<file path="src/hw/rtl/jnce_pkg.sv">
package jnce_pkg;

    // Sizing
    localparam int PACKET_BYTES     = 64;
    localparam int REPEAT_CHAIN_MAX = 15;
    localparam int PULSE_COUNT_BITS = 32;

    localparam int PKT_CNT_W = 6;
    localparam int RPT_POS_W = 4;

    // Repeat count before saturation: 2-bit multiplier shifted by up to 2*(MAX-1)
    localparam int RPT_SHIFT_W = 2 * REPEAT_CHAIN_MAX;
    localparam int RPT_WIDE_W  = (RPT_SHIFT_W > PULSE_COUNT_BITS) ?
                                 RPT_SHIFT_W : PULSE_COUNT_BITS;

    // Request types
    localparam logic REQ_CMD  = 1'b0;
    localparam logic REQ_TICK = 1'b1;

    // Command nibbles
    localparam logic [3:0] CMD_TAP_RESET   = 4'd8;
    localparam logic [3:0] CMD_TAP_RESET_B = 4'd9;
    localparam logic [3:0] CMD_TDO_FLUSH   = 4'd10;
    localparam logic [3:0] CMD_RESERVED    = 4'd11;
    localparam logic [3:0] CMD_REPEAT_BASE = 4'd12;

    // Pattern used by the TAP reset commands: TMS high, TDI low, no capture
    localparam logic [2:0] PAT_TAP_RESET = 3'b010;
    localparam int         TAP_RESET_PULSES = 8;

    typedef struct packed {
        logic       tck_pulse;
        logic       tms_level;
        logic       tdi_level;
        logic       capture_bit;
        logic       byte_valid;
        logic [7:0] tdo_byte;
        logic       packet_end;
        logic       busy_res;
        logic       rejected;
    } t_result;

endpackage

</file>
<file path="src/hw/rtl/jtag_nibble_command_engine.sv">
// JTAG nibble command engine. Items on the input channel are either a
// command nibble (req_type 0) or one TCK tick (req_type 1) carrying the TDO
// level sampled at that tick. Commands 0-7 schedule one pulse (bit 2 =
// capture TDO, bit 1 = TMS, bit 0 = TDI), 8 and 9 schedule eight TMS-high
// pulses, 10 flushes the TDO stream (pads a partial byte, closes the packet),
// 11 is reserved, and 12-15 repeat the previous command (cmd-12) << 2*pos
// times, pos being the position in the repeat chain. Commands that arrive
// while pulses are pending, or a repeat past the chain limit, come back with
// rejected set and change nothing. Every item yields exactly one result item.
// Throughput is one item per clock: the whole state update is a single pass
// of logic from the input ports into the state and result registers, and the
// result register is the only storage between the two channels, so the input
// stalls only while a held result is itself stalled. The result of an accepted item is valid in the next cycle.
module jtag_nibble_command_engine (
    input  logic       i_clk,
    input  logic       i_rst_n,
    // input channel
    input  logic       i_in_valid,
    output logic       o_in_stall,
    input  logic       i_req_type,
    input  logic [3:0] i_cmd_nibble,
    input  logic       i_tdo_level,
    // result channel
    output logic       o_out_valid,
    input  logic       i_out_stall,
    output logic       o_tck_pulse,
    output logic       o_tms_level,
    output logic       o_tdi_level,
    output logic       o_capture_bit,
    output logic       o_byte_valid,
    output logic [7:0] o_tdo_byte,
    output logic       o_packet_end,
    output logic       o_busy_res,
    output logic       o_rejected
);

    localparam int PCB = jnce_pkg::PULSE_COUNT_BITS;
    localparam int WW  = jnce_pkg::RPT_WIDE_W;
    localparam int PW  = jnce_pkg::RPT_POS_W;
    localparam int KW  = jnce_pkg::PKT_CNT_W;

    localparam logic [WW-1:0] PULSE_MAX_W = (WW'(1) << PCB) - WW'(1);

    // Engine state
    logic [PCB-1:0] r_pulses_left,  n_pulses_left;
    logic [2:0]     r_active_pat,   n_active_pat;
    logic [3:0]     r_last_cmd,     n_last_cmd;
    logic [PW-1:0]  r_rpt_pos,      n_rpt_pos;
    logic [7:0]     r_partial_byte, n_partial_byte;
    logic [2:0]     r_bits_in_byte, n_bits_in_byte;
    logic [KW-1:0]  r_bytes_in_pkt, n_bytes_in_pkt;

    // Result register
    logic              r_out_valid;
    jnce_pkg::t_result r_res, n_res;

    logic          in_acc;
    logic [7:0]    byte_or;
    logic [KW:0]   pkt_cnt_inc;
    logic [WW-1:0] rpt_cnt_wide;
    logic [PCB-1:0] rpt_cnt;

    // Hold the input only while a finished result is stalled downstream
    assign o_in_stall = r_out_valid & i_out_stall;
    assign in_acc     = i_in_valid & ~o_in_stall;

    assign byte_or     = r_partial_byte | (8'(i_tdo_level) << r_bits_in_byte);
    assign pkt_cnt_inc = {1'b0, r_bytes_in_pkt} + (KW+1)'(1);

    // Repeat count: multiplier of 0..3 times 4^pos, saturated to the counter
    assign rpt_cnt_wide = WW'(i_cmd_nibble - jnce_pkg::CMD_REPEAT_BASE)
                          << {r_rpt_pos, 1'b0};
    assign rpt_cnt = (rpt_cnt_wide > PULSE_MAX_W) ? PULSE_MAX_W[PCB-1:0]
                                                  : rpt_cnt_wide[PCB-1:0];

    always_comb begin
        n_pulses_left  = r_pulses_left;
        n_active_pat   = r_active_pat;
        n_last_cmd     = r_last_cmd;
        n_rpt_pos      = r_rpt_pos;
        n_partial_byte = r_partial_byte;
        n_bits_in_byte = r_bits_in_byte;
        n_bytes_in_pkt = r_bytes_in_pkt;
        n_res          = '0;

        if (i_req_type == jnce_pkg::REQ_TICK) begin
            if (r_pulses_left != '0) begin
                n_res.tck_pulse   = 1'b1;
                n_res.tms_level   = r_active_pat[1];
                n_res.tdi_level   = r_active_pat[0];
                n_res.capture_bit = r_active_pat[2];
                if (r_active_pat[2]) begin
                    if (r_bits_in_byte == 3'd7) begin
                        n_res.byte_valid = 1'b1;
                        n_res.tdo_byte   = byte_or;
                        n_partial_byte   = '0;
                        n_bits_in_byte   = '0;
                        if (pkt_cnt_inc >= (KW+1)'(jnce_pkg::PACKET_BYTES)) begin
                            n_res.packet_end = 1'b1;
                            n_bytes_in_pkt   = '0;
                        end else begin
                            n_bytes_in_pkt = pkt_cnt_inc[KW-1:0];
                        end
                    end else begin
                        n_partial_byte = byte_or;
                        n_bits_in_byte = r_bits_in_byte + 3'd1;
                    end
                end
                n_pulses_left = r_pulses_left - PCB'(1);
            end
        end else if (r_pulses_left != '0) begin
            n_res.rejected = 1'b1;
        end else if (i_cmd_nibble >= jnce_pkg::CMD_REPEAT_BASE) begin
            if (r_rpt_pos >= PW'(jnce_pkg::REPEAT_CHAIN_MAX)) begin
                n_res.rejected = 1'b1;
            end else begin
                n_rpt_pos = r_rpt_pos + PW'(1);
                if (r_last_cmd < jnce_pkg::CMD_TDO_FLUSH) begin
                    n_active_pat  = r_last_cmd[3] ? jnce_pkg::PAT_TAP_RESET
                                                  : r_last_cmd[2:0];
                    n_pulses_left = rpt_cnt;
                end
            end
        end else if (i_cmd_nibble == jnce_pkg::CMD_TDO_FLUSH) begin
            n_rpt_pos = '0;
            if (r_bits_in_byte != '0) begin
                n_res.byte_valid = 1'b1;
                n_res.tdo_byte   = r_partial_byte;
                n_res.packet_end = 1'b1;
                n_partial_byte   = '0;
                n_bits_in_byte   = '0;
                n_bytes_in_pkt   = '0;
            end else if (r_bytes_in_pkt != '0) begin
                n_res.packet_end = 1'b1;
                n_bytes_in_pkt   = '0;
            end
        end else begin
            // 0-9 and reserved 11; TAP reset keeps the repeat position
            n_last_cmd = i_cmd_nibble;
            if (i_cmd_nibble == jnce_pkg::CMD_RESERVED) begin
                n_rpt_pos = '0;
            end else if (i_cmd_nibble[3] == 1'b0) begin
                n_rpt_pos     = '0;
                n_active_pat  = i_cmd_nibble[2:0];
                n_pulses_left = PCB'(1);
            end else begin
                n_active_pat  = jnce_pkg::PAT_TAP_RESET;
                n_pulses_left = PCB'(jnce_pkg::TAP_RESET_PULSES);
            end
        end

        n_res.busy_res = (n_pulses_left != '0);
    end

    always_ff @(posedge i_clk) begin
        if (!i_rst_n) begin
            r_pulses_left  <= '0;
            r_active_pat   <= '0;
            r_last_cmd     <= jnce_pkg::CMD_TAP_RESET;
            r_rpt_pos      <= '0;
            r_partial_byte <= '0;
            r_bits_in_byte <= '0;
            r_bytes_in_pkt <= '0;
            r_out_valid    <= 1'b0;
        end else begin
            r_out_valid <= in_acc | (r_out_valid & i_out_stall);
            if (in_acc) begin
                r_pulses_left  <= n_pulses_left;
                r_active_pat   <= n_active_pat;
                r_last_cmd     <= n_last_cmd;
                r_rpt_pos      <= n_rpt_pos;
                r_partial_byte <= n_partial_byte;
                r_bits_in_byte <= n_bits_in_byte;
                r_bytes_in_pkt <= n_bytes_in_pkt;
            end
        end
    end

    always_ff @(posedge i_clk) begin
        if (in_acc) begin
            r_res <= n_res;
        end
    end

    assign o_out_valid   = r_out_valid;
    assign o_tck_pulse   = r_res.tck_pulse;
    assign o_tms_level   = r_res.tms_level;
    assign o_tdi_level   = r_res.tdi_level;
    assign o_capture_bit = r_res.capture_bit;
    assign o_byte_valid  = r_res.byte_valid;
    assign o_tdo_byte    = r_res.tdo_byte;
    assign o_packet_end  = r_res.packet_end;
    assign o_busy_res    = r_res.busy_res;
    assign o_rejected    = r_res.rejected;

    // A refused command never drives a pulse or emits a byte
    a_reject_quiet: assert property (@(posedge i_clk) disable iff (!i_rst_n)
        o_out_valid && o_rejected |-> !o_tck_pulse && !o_byte_valid && !o_packet_end)
        else $error("rejected result carries activity");

    // Capture only on a driven pulse
    a_capture_pulse: assert property (@(posedge i_clk) disable iff (!i_rst_n)
        o_out_valid && o_capture_bit |-> o_tck_pulse)
        else $error("capture without TCK pulse");

    // Busy flag of a held result matches the pulse counter
    a_busy_track: assert property (@(posedge i_clk) disable iff (!i_rst_n)
        o_out_valid |-> (o_busy_res == (r_pulses_left != '0)))
        else $error("busy flag out of step with pulse counter");

    // Accepted items always show up as a result next cycle
    a_accept_result: assert property (@(posedge i_clk) disable iff (!i_rst_n)
        in_acc |=> o_out_valid)
        else $error("accepted item produced no result");

endmodule

</file>
<file path="config.mk">
export PLATFORM = sky130hd
export DESIGN_NAME = jtag_nibble_command_engine
export DESIGN_NICKNAME = d
export VERILOG_FILES = /design/src/hw/rtl/jnce_pkg.sv /design/src/hw/rtl/jtag_nibble_command_engine.sv
export SDC_FILE = /design/constraint.sdc
export NUM_CORES = 1
export LEC_CHECK = 0
export ABC_CLOCK_PERIOD_IN_PS = 4700
export BUFFER_PORTS_ARGS = -buffer_cell sky130_fd_sc_hd__buf_2
export CORE_ASPECT_RATIO = 1.4
export CORE_MARGIN = 8
export CORE_UTILIZATION = 50
export CTS_CLUSTER_SIZE = 30
export DETAILED_ROUTE_END_ITERATION = 10
export GPL_ROUTABILITY_DRIVEN = 0
export PLACE_DENSITY = 0.71
export SYNTH_ARGS = -nofsm -noshare
export SYNTH_HDL_FRONTEND = slang
export SYNTH_SLANG_ARGS = --single-unit
</file>
<file path="constraint.sdc">
create_clock -name i_clk -period 4.7 [get_ports i_clk]
set_clock_uncertainty 0.05 [all_clocks]
set_input_delay 0.235 -clock i_clk [delete_from_list [all_inputs] [get_ports i_clk]]
set_output_delay 0.235 -clock i_clk [all_outputs]
set_load 0.01 [all_outputs]
</file>
## Yosys cells after proc, flatten, opt, wreduce, memory -nomap -nowiden

Cells that the tools add are included.

| storage, ports and cells | value |
|---|---|
| register bits after elaboration | 77 |
| bits of input ports | 10 |
| logic and storage cells | 126 |

| operators by class | value |
|---|---|
| add/sub/neg operators | 5 |
| order comparisons | 5 |
| equal/unequal tests | 13 |
| shifts and indexed selects | 2 |
| multiplexer cells | 62 |
| bitwise gates (word level) | 9 |
| reduce and logical (&&, ||, !) cells | 13 |

Operator list:

| operator | count |
|---|---|
| two-way mux 32 bit | 9 |
| two-way mux 8 bit | 8 |
| nonzero test 32 bit | 2 |
| two-way mux 10 bit | 6 |
| two-way mux 6 bit | 10 |
| two-way mux 3 bit | 15 |
| > comparator 32 bit (second input constant) | 1 |
| left shift 32 x 5 -> 32 bit | 1 |
| subtractor 32 x 1 -> 32 bit (second input constant) | 1 |
| two-way mux 4 bit | 6 |
| two-way mux 14 bit | 1 |
| AND reduction 7 bit | 2 |
| inequality test 2 bit (second input constant) | 6 |
| AND reduction 5 bit | 2 |
| two-way mux 9 bit | 1 |
| == test 4 bit (second input constant) | 2 |
| >= comparator 4 bit (second input constant) | 2 |
| bitwise OR 8 bit | 1 |
| AND reduction 8 bit | 1 |
| left shift 1 x 3 -> 8 bit | 1 |
| adder 6 x 1 -> 7 bit (second input constant) | 1 |
| >= comparator 7 bit (second input constant) | 1 |
| two-way mux 1 bit | 6 |
| inequality test 2 x 1 -> 1 bit (second input constant) | 3 |
| 13 further kinds | 20 |

## Depth between registers and ports, before layout

| depth | value |
|---|---|
| depth after elaboration | 10 |
| depth in mapped cells | 12 |
| mapped depth without buffers | 11 |

## Least setup slack after synthesis

Ideal clock, no wire load.

| timing path | value |
|---|---|
| kind | register to register |
| from | register r_pulses_left[2] |
| to | register r_res (netlist bit o_busy_res) (data pin) |
| library setup time | 0.272 ns |
| data arrival time | 2.974 ns |
| slack | 1.404 ns |
| cell stages (with the launch flop) | 11 |
| buffers on the path | 2 |
| period minus slack after synthesis | 3.296 ns |
| cells stage by stage | dfxtp_1 > buf_6 > or4_4 > buf_6 > or4_1 > or4_1 > nor4_1 > xor2_1 > a31oi_1 > nand4_1 > or4_1 |

RTL lines:

| what | line | RTL |
|---|---|---|
| start: declaration | jtag_nibble_command_engine.sv:45 | `logic [PCB-1:0] r_pulses_left, n_pulses_left;` |
| start signal: assignment | jtag_nibble_command_engine.sv:168 | `r_pulses_left <= n_pulses_left;` |
| end signal: assignment | jtag_nibble_command_engine.sv:181 | `r_res <= n_res;` |
| end: declaration | jtag_nibble_command_engine.sv:55 | `jnce_pkg::t_result r_res, n_res;` |

==> run metrics <==
DR iter-0 viols ~550; Pins Over Slew Limit 0; Root Driver clkbuf_16; initial antenna violation count 0; CP peak stage delay between 0.6 and 0.7 ns; post-synthesis mux area share approximately 2.1%; WP buf/inv 1; Placed Area approximately 5300 µm²; slowest CP cell nor4_1; worst vdd ir 0.194 mV; IO Port Bufs 27; startpoint types register; P_int between 1 and 1.5 mW; CTS sink count 77; Worst setup EP type register; Ports 28; XOR/XNOR share of the synthesized area under 10%; clock slew at reported path FFs around 0.070 ns; DR WL/cell 19.4 µm; TritonCTS clock tree yes; crit path cell chain nor4_1 > nand4_1 > o31ai_2 > buf_4 > or4_2 > nand3_1 > a2111oi_1 > nand4_1 > or4_1; Critical Path RT 4.73 ns; Max Cap Viol 0; actual slew at the worst max-slew pin roughly 1.1 ns; Die Wd ~100 µm; sum of negative setup slack 0 ns; full die area around 14000 µm²; reg2reg start r_pulses_left[25]$_SDFFE_PN0P_; Seq/Total Area, Yosys about a third; Max Fclk 0.257 GHz; CTS Buffer Depth 2; Hold Fails Final Rpt 0; vias per cell about 6.4; Final setup viols 0; CP Max Fanout 11; P_leak approximately 2.1 nW; CP Data Arrival Time about 4 ns; Final Util between 50% and 60%; Resized cells post-CTS 0; Critical path origin r_pulses_left[25]$_SDFFE_PN0P_; Top Layer Used met4; EDFF count, synth 16; Synth Net Count 673; Seq cells post-synth 77; total number of vias between 5000 and 6000; Comb power frac 19.1%; # diodes 0; Post-synth ARST share 0%; CP Class reg -> reg; Nets around 700; clock power share 41.1%; Net Switching 546 µW; share of the cycle needed by the critical path after routing 82.9%; fillers roughly 930; cts bufs inserted 9; first-pass GRT wire length around 25000 µm; vias in the first global route between 4000 and 5000; 1st-pass router iterations 7; most used cell, CP nand4_1; DR WL met3 1080 µm; Syn Std Cell Area just over 5000 µm²; total track usage between 20% and 30%; Post-Syn Instances 650; total wire length around 16000 µm; clock latency on the worst-skew pair between 0.3 and 0.4 ns; post-synthesis adder-cell area fraction under 10%; design area between 5000 and 6000 µm²; starting density of the core between 50% and 60%; WP depth 9; DIE HEIGHT 135 µm; DP HPWL between 10000 and 15000 µm; Seq pwr share 39.8%; CP top delay family simple AND/OR/NAND/NOR gates; most frequent cells in the layout nor2_1, nand2_1, dfxtp_1; Hold Crit Class in -> reg; hold path startpoint i_in_valid; synth warn 0; RSZ-0062 raised after global routing false; Yosys cell types 73; sw frac around 30%; most common cell after layout, fill and taps aside nor2_1; drt drc 0; total congestion overflow 0; Reg2Reg Depth 9; htree depth 3; Power Dens Cells approximately 330 nW/µm²; area grow syn2layout 10.6%; pin count of the biggest net entering global routing between 40 and 50; Final ANT Viol Nets 0; Hold Path Stages 2; Worst slew margin between 20% and 30%; Compound-Gate Fraction of Synth Area a little over a fifth; hold_buf cts 0; layout cells sized above 1 roughly an eighth; met2 routed WL between 7000 and 8000 µm; FP Rows 43; ys flop type dfxtp_1; fin crit period 3.90 ns; post-synthesis simple-gate area fraction between 30% and 40%; Avg Inst Size Synth ~7.7 µm²; largest family of logic cells by synthesized area simple AND/OR/NAND/NOR gates; core area a little under 10000 µm²; status complete, no violations; wl on met1 slightly below 6000 µm; post-CTS setup buffer count 0
per-stage QoR:
| stage | power [mW] | cells | hold WS [ns] | worst slack [ns] |
|---|---|---|---|---|
| final | 1.84 | 800 | 0.0662 | 0.803 |
| after global routing | 1.91 | 800 | 0.0759 | 0.623 |
| after CTS | 1.83 | 800 | 0.0621 | 0.883 |
| after detailed placement | 1.08 | 784 | 0.394 | 0.903 |
| after global placement | 1.08 | 784 | 0.392 | 1.02 |
| after floorplan | 0.990 | 650 | 0.309 | 1.40 |
path summary, 6_finish.rpt:
path | endpoint | slack (ns)
setup / recovery | o_busy_res$_DFFE_PP_ | 0.80
hold / removal | o_out_valid$_SDFF_PN0_ | 0.07
setup reg to reg | o_busy_res$_DFFE_PP_ | 0.80
hold reg to reg | r_active_pat[1]$_SDFFE_PN0P_ | 0.40
power by group through the flow:
stage | registers [mW] | clock network (mW) | logic (mW)
2_1_floorplan | 0.739 | 0 | 0.251
3_3_place_gp | 0.743 | 0 | 0.339
3_5_place_dp | 0.744 | 0 | 0.340
4_1_cts | 0.729 | 0.763 | 0.342
5_1_grt | 0.735 | 0.792 | 0.380
6_report | 0.731 | 0.755 | 0.350
area by class of cell:
class | instances | area, µm² | share of cell area [%]
clock inverter | 6 | 87.6 | 1.57
tap | 135 | 169 | 3.03
inverter | 19 | 71.3 | 1.28
clock buffer | 10 | 229 | 4.11
multi-input combinational | 514 | 3080 | 55.4
sequential | 77 | 1700 | 30.6
timing repair buffer | 39 | 225 | 4.05
worst reg2reg max path, stage by stage, from the launching register on:
cell and delay [ns]:
dfxtp_1 0.36, nor4_1 0.64, nand4_1 0.47, o31ai_2 0.39, buf_4 0.26, or4_2 0.14, nand3_1 0.09, a2111oi_1 0.46
nand4_1 0.22, or4_1 0.55
cells in the mapped netlist, drive strengths merged (3+ instances only):
cell / number / share of area (%)
nor2: 79 / 5.9
nand2: 72 / 5.4
dfxtp: 61 / 24
a21oi: 44 / 4.4
o21ai: 37 / 3.7
clkbuf: 30 / 2.2
nand3: 30 / 3.0
nor3: 25 / 2.6
inv: 18 / 1.3
edfxtp: 16 / 9.5
nand4: 16 / 2.0
nor4: 16 / 2.5
or4: 14 / 2.3
a211oi: 13 / 1.9
ha: 13 / 3.2
a31oi: 12 / 1.5
o31ai: 11 / 1.7
and2: 10 / 1.2
buf: 10 / 1.3
nand2b: 9 / 1.1
xnor2: 9 / 1.6
or3: 8 / 1.0
mux2i: 6 / 1.2
nor3b: 6 / 0.89
a22oi: 5 / 0.75
a311oi: 5 / 0.87
and3: 5 / 0.62
o211ai: 5 / 0.75
mux2: 4 / 0.89
o21a: 4 / 0.60
a211o: 3 / 0.52
a21boi: 3 / 0.45
nand3b: 3 / 0.45
nand4b: 3 / 0.52
nor2b: 3 / 0.37
nor4b: 3 / 0.65
o31a: 3 / 0.55
xor2: 3 / 0.52
per-layer routing:
metal | up-vias | global-route usage, %
met4 | 0 | 16.4
met3 | 68 | 4.89
li1 | 2422 | -
met5 | - | 0
met1 | 2407 | 25.8
met2 | 246 | 38.6
sequential cells by signal, summed over array words and instances, names as in the netlist:
signal          cells
r_pulses_left      32
o_tdo_byte          8
r_partial_byte      8
r_bytes_in_pkt      6
r_last_cmd          4
r_rpt_pos           4
r_active_pat        3
r_bits_in_byte      3
o_busy_res          1
o_byte_valid        1
o_capture_bit       1
o_out_valid         1
o_packet_end        1
o_rejected          1
o_tck_pulse         1
o_tdi_level         1
o_tms_level         1
cell families after synthesis:
group,count (synthesis)
adder cells (fa/ha/maj),13
buffers and inverters,59
multiplexers,10
XOR/XNOR,12
flip-flops,77
AND/OR/NAND/NOR,311
AO/OA/AOI/OAI,168
No activity file was read; power rests on OpenSTA's default activity.
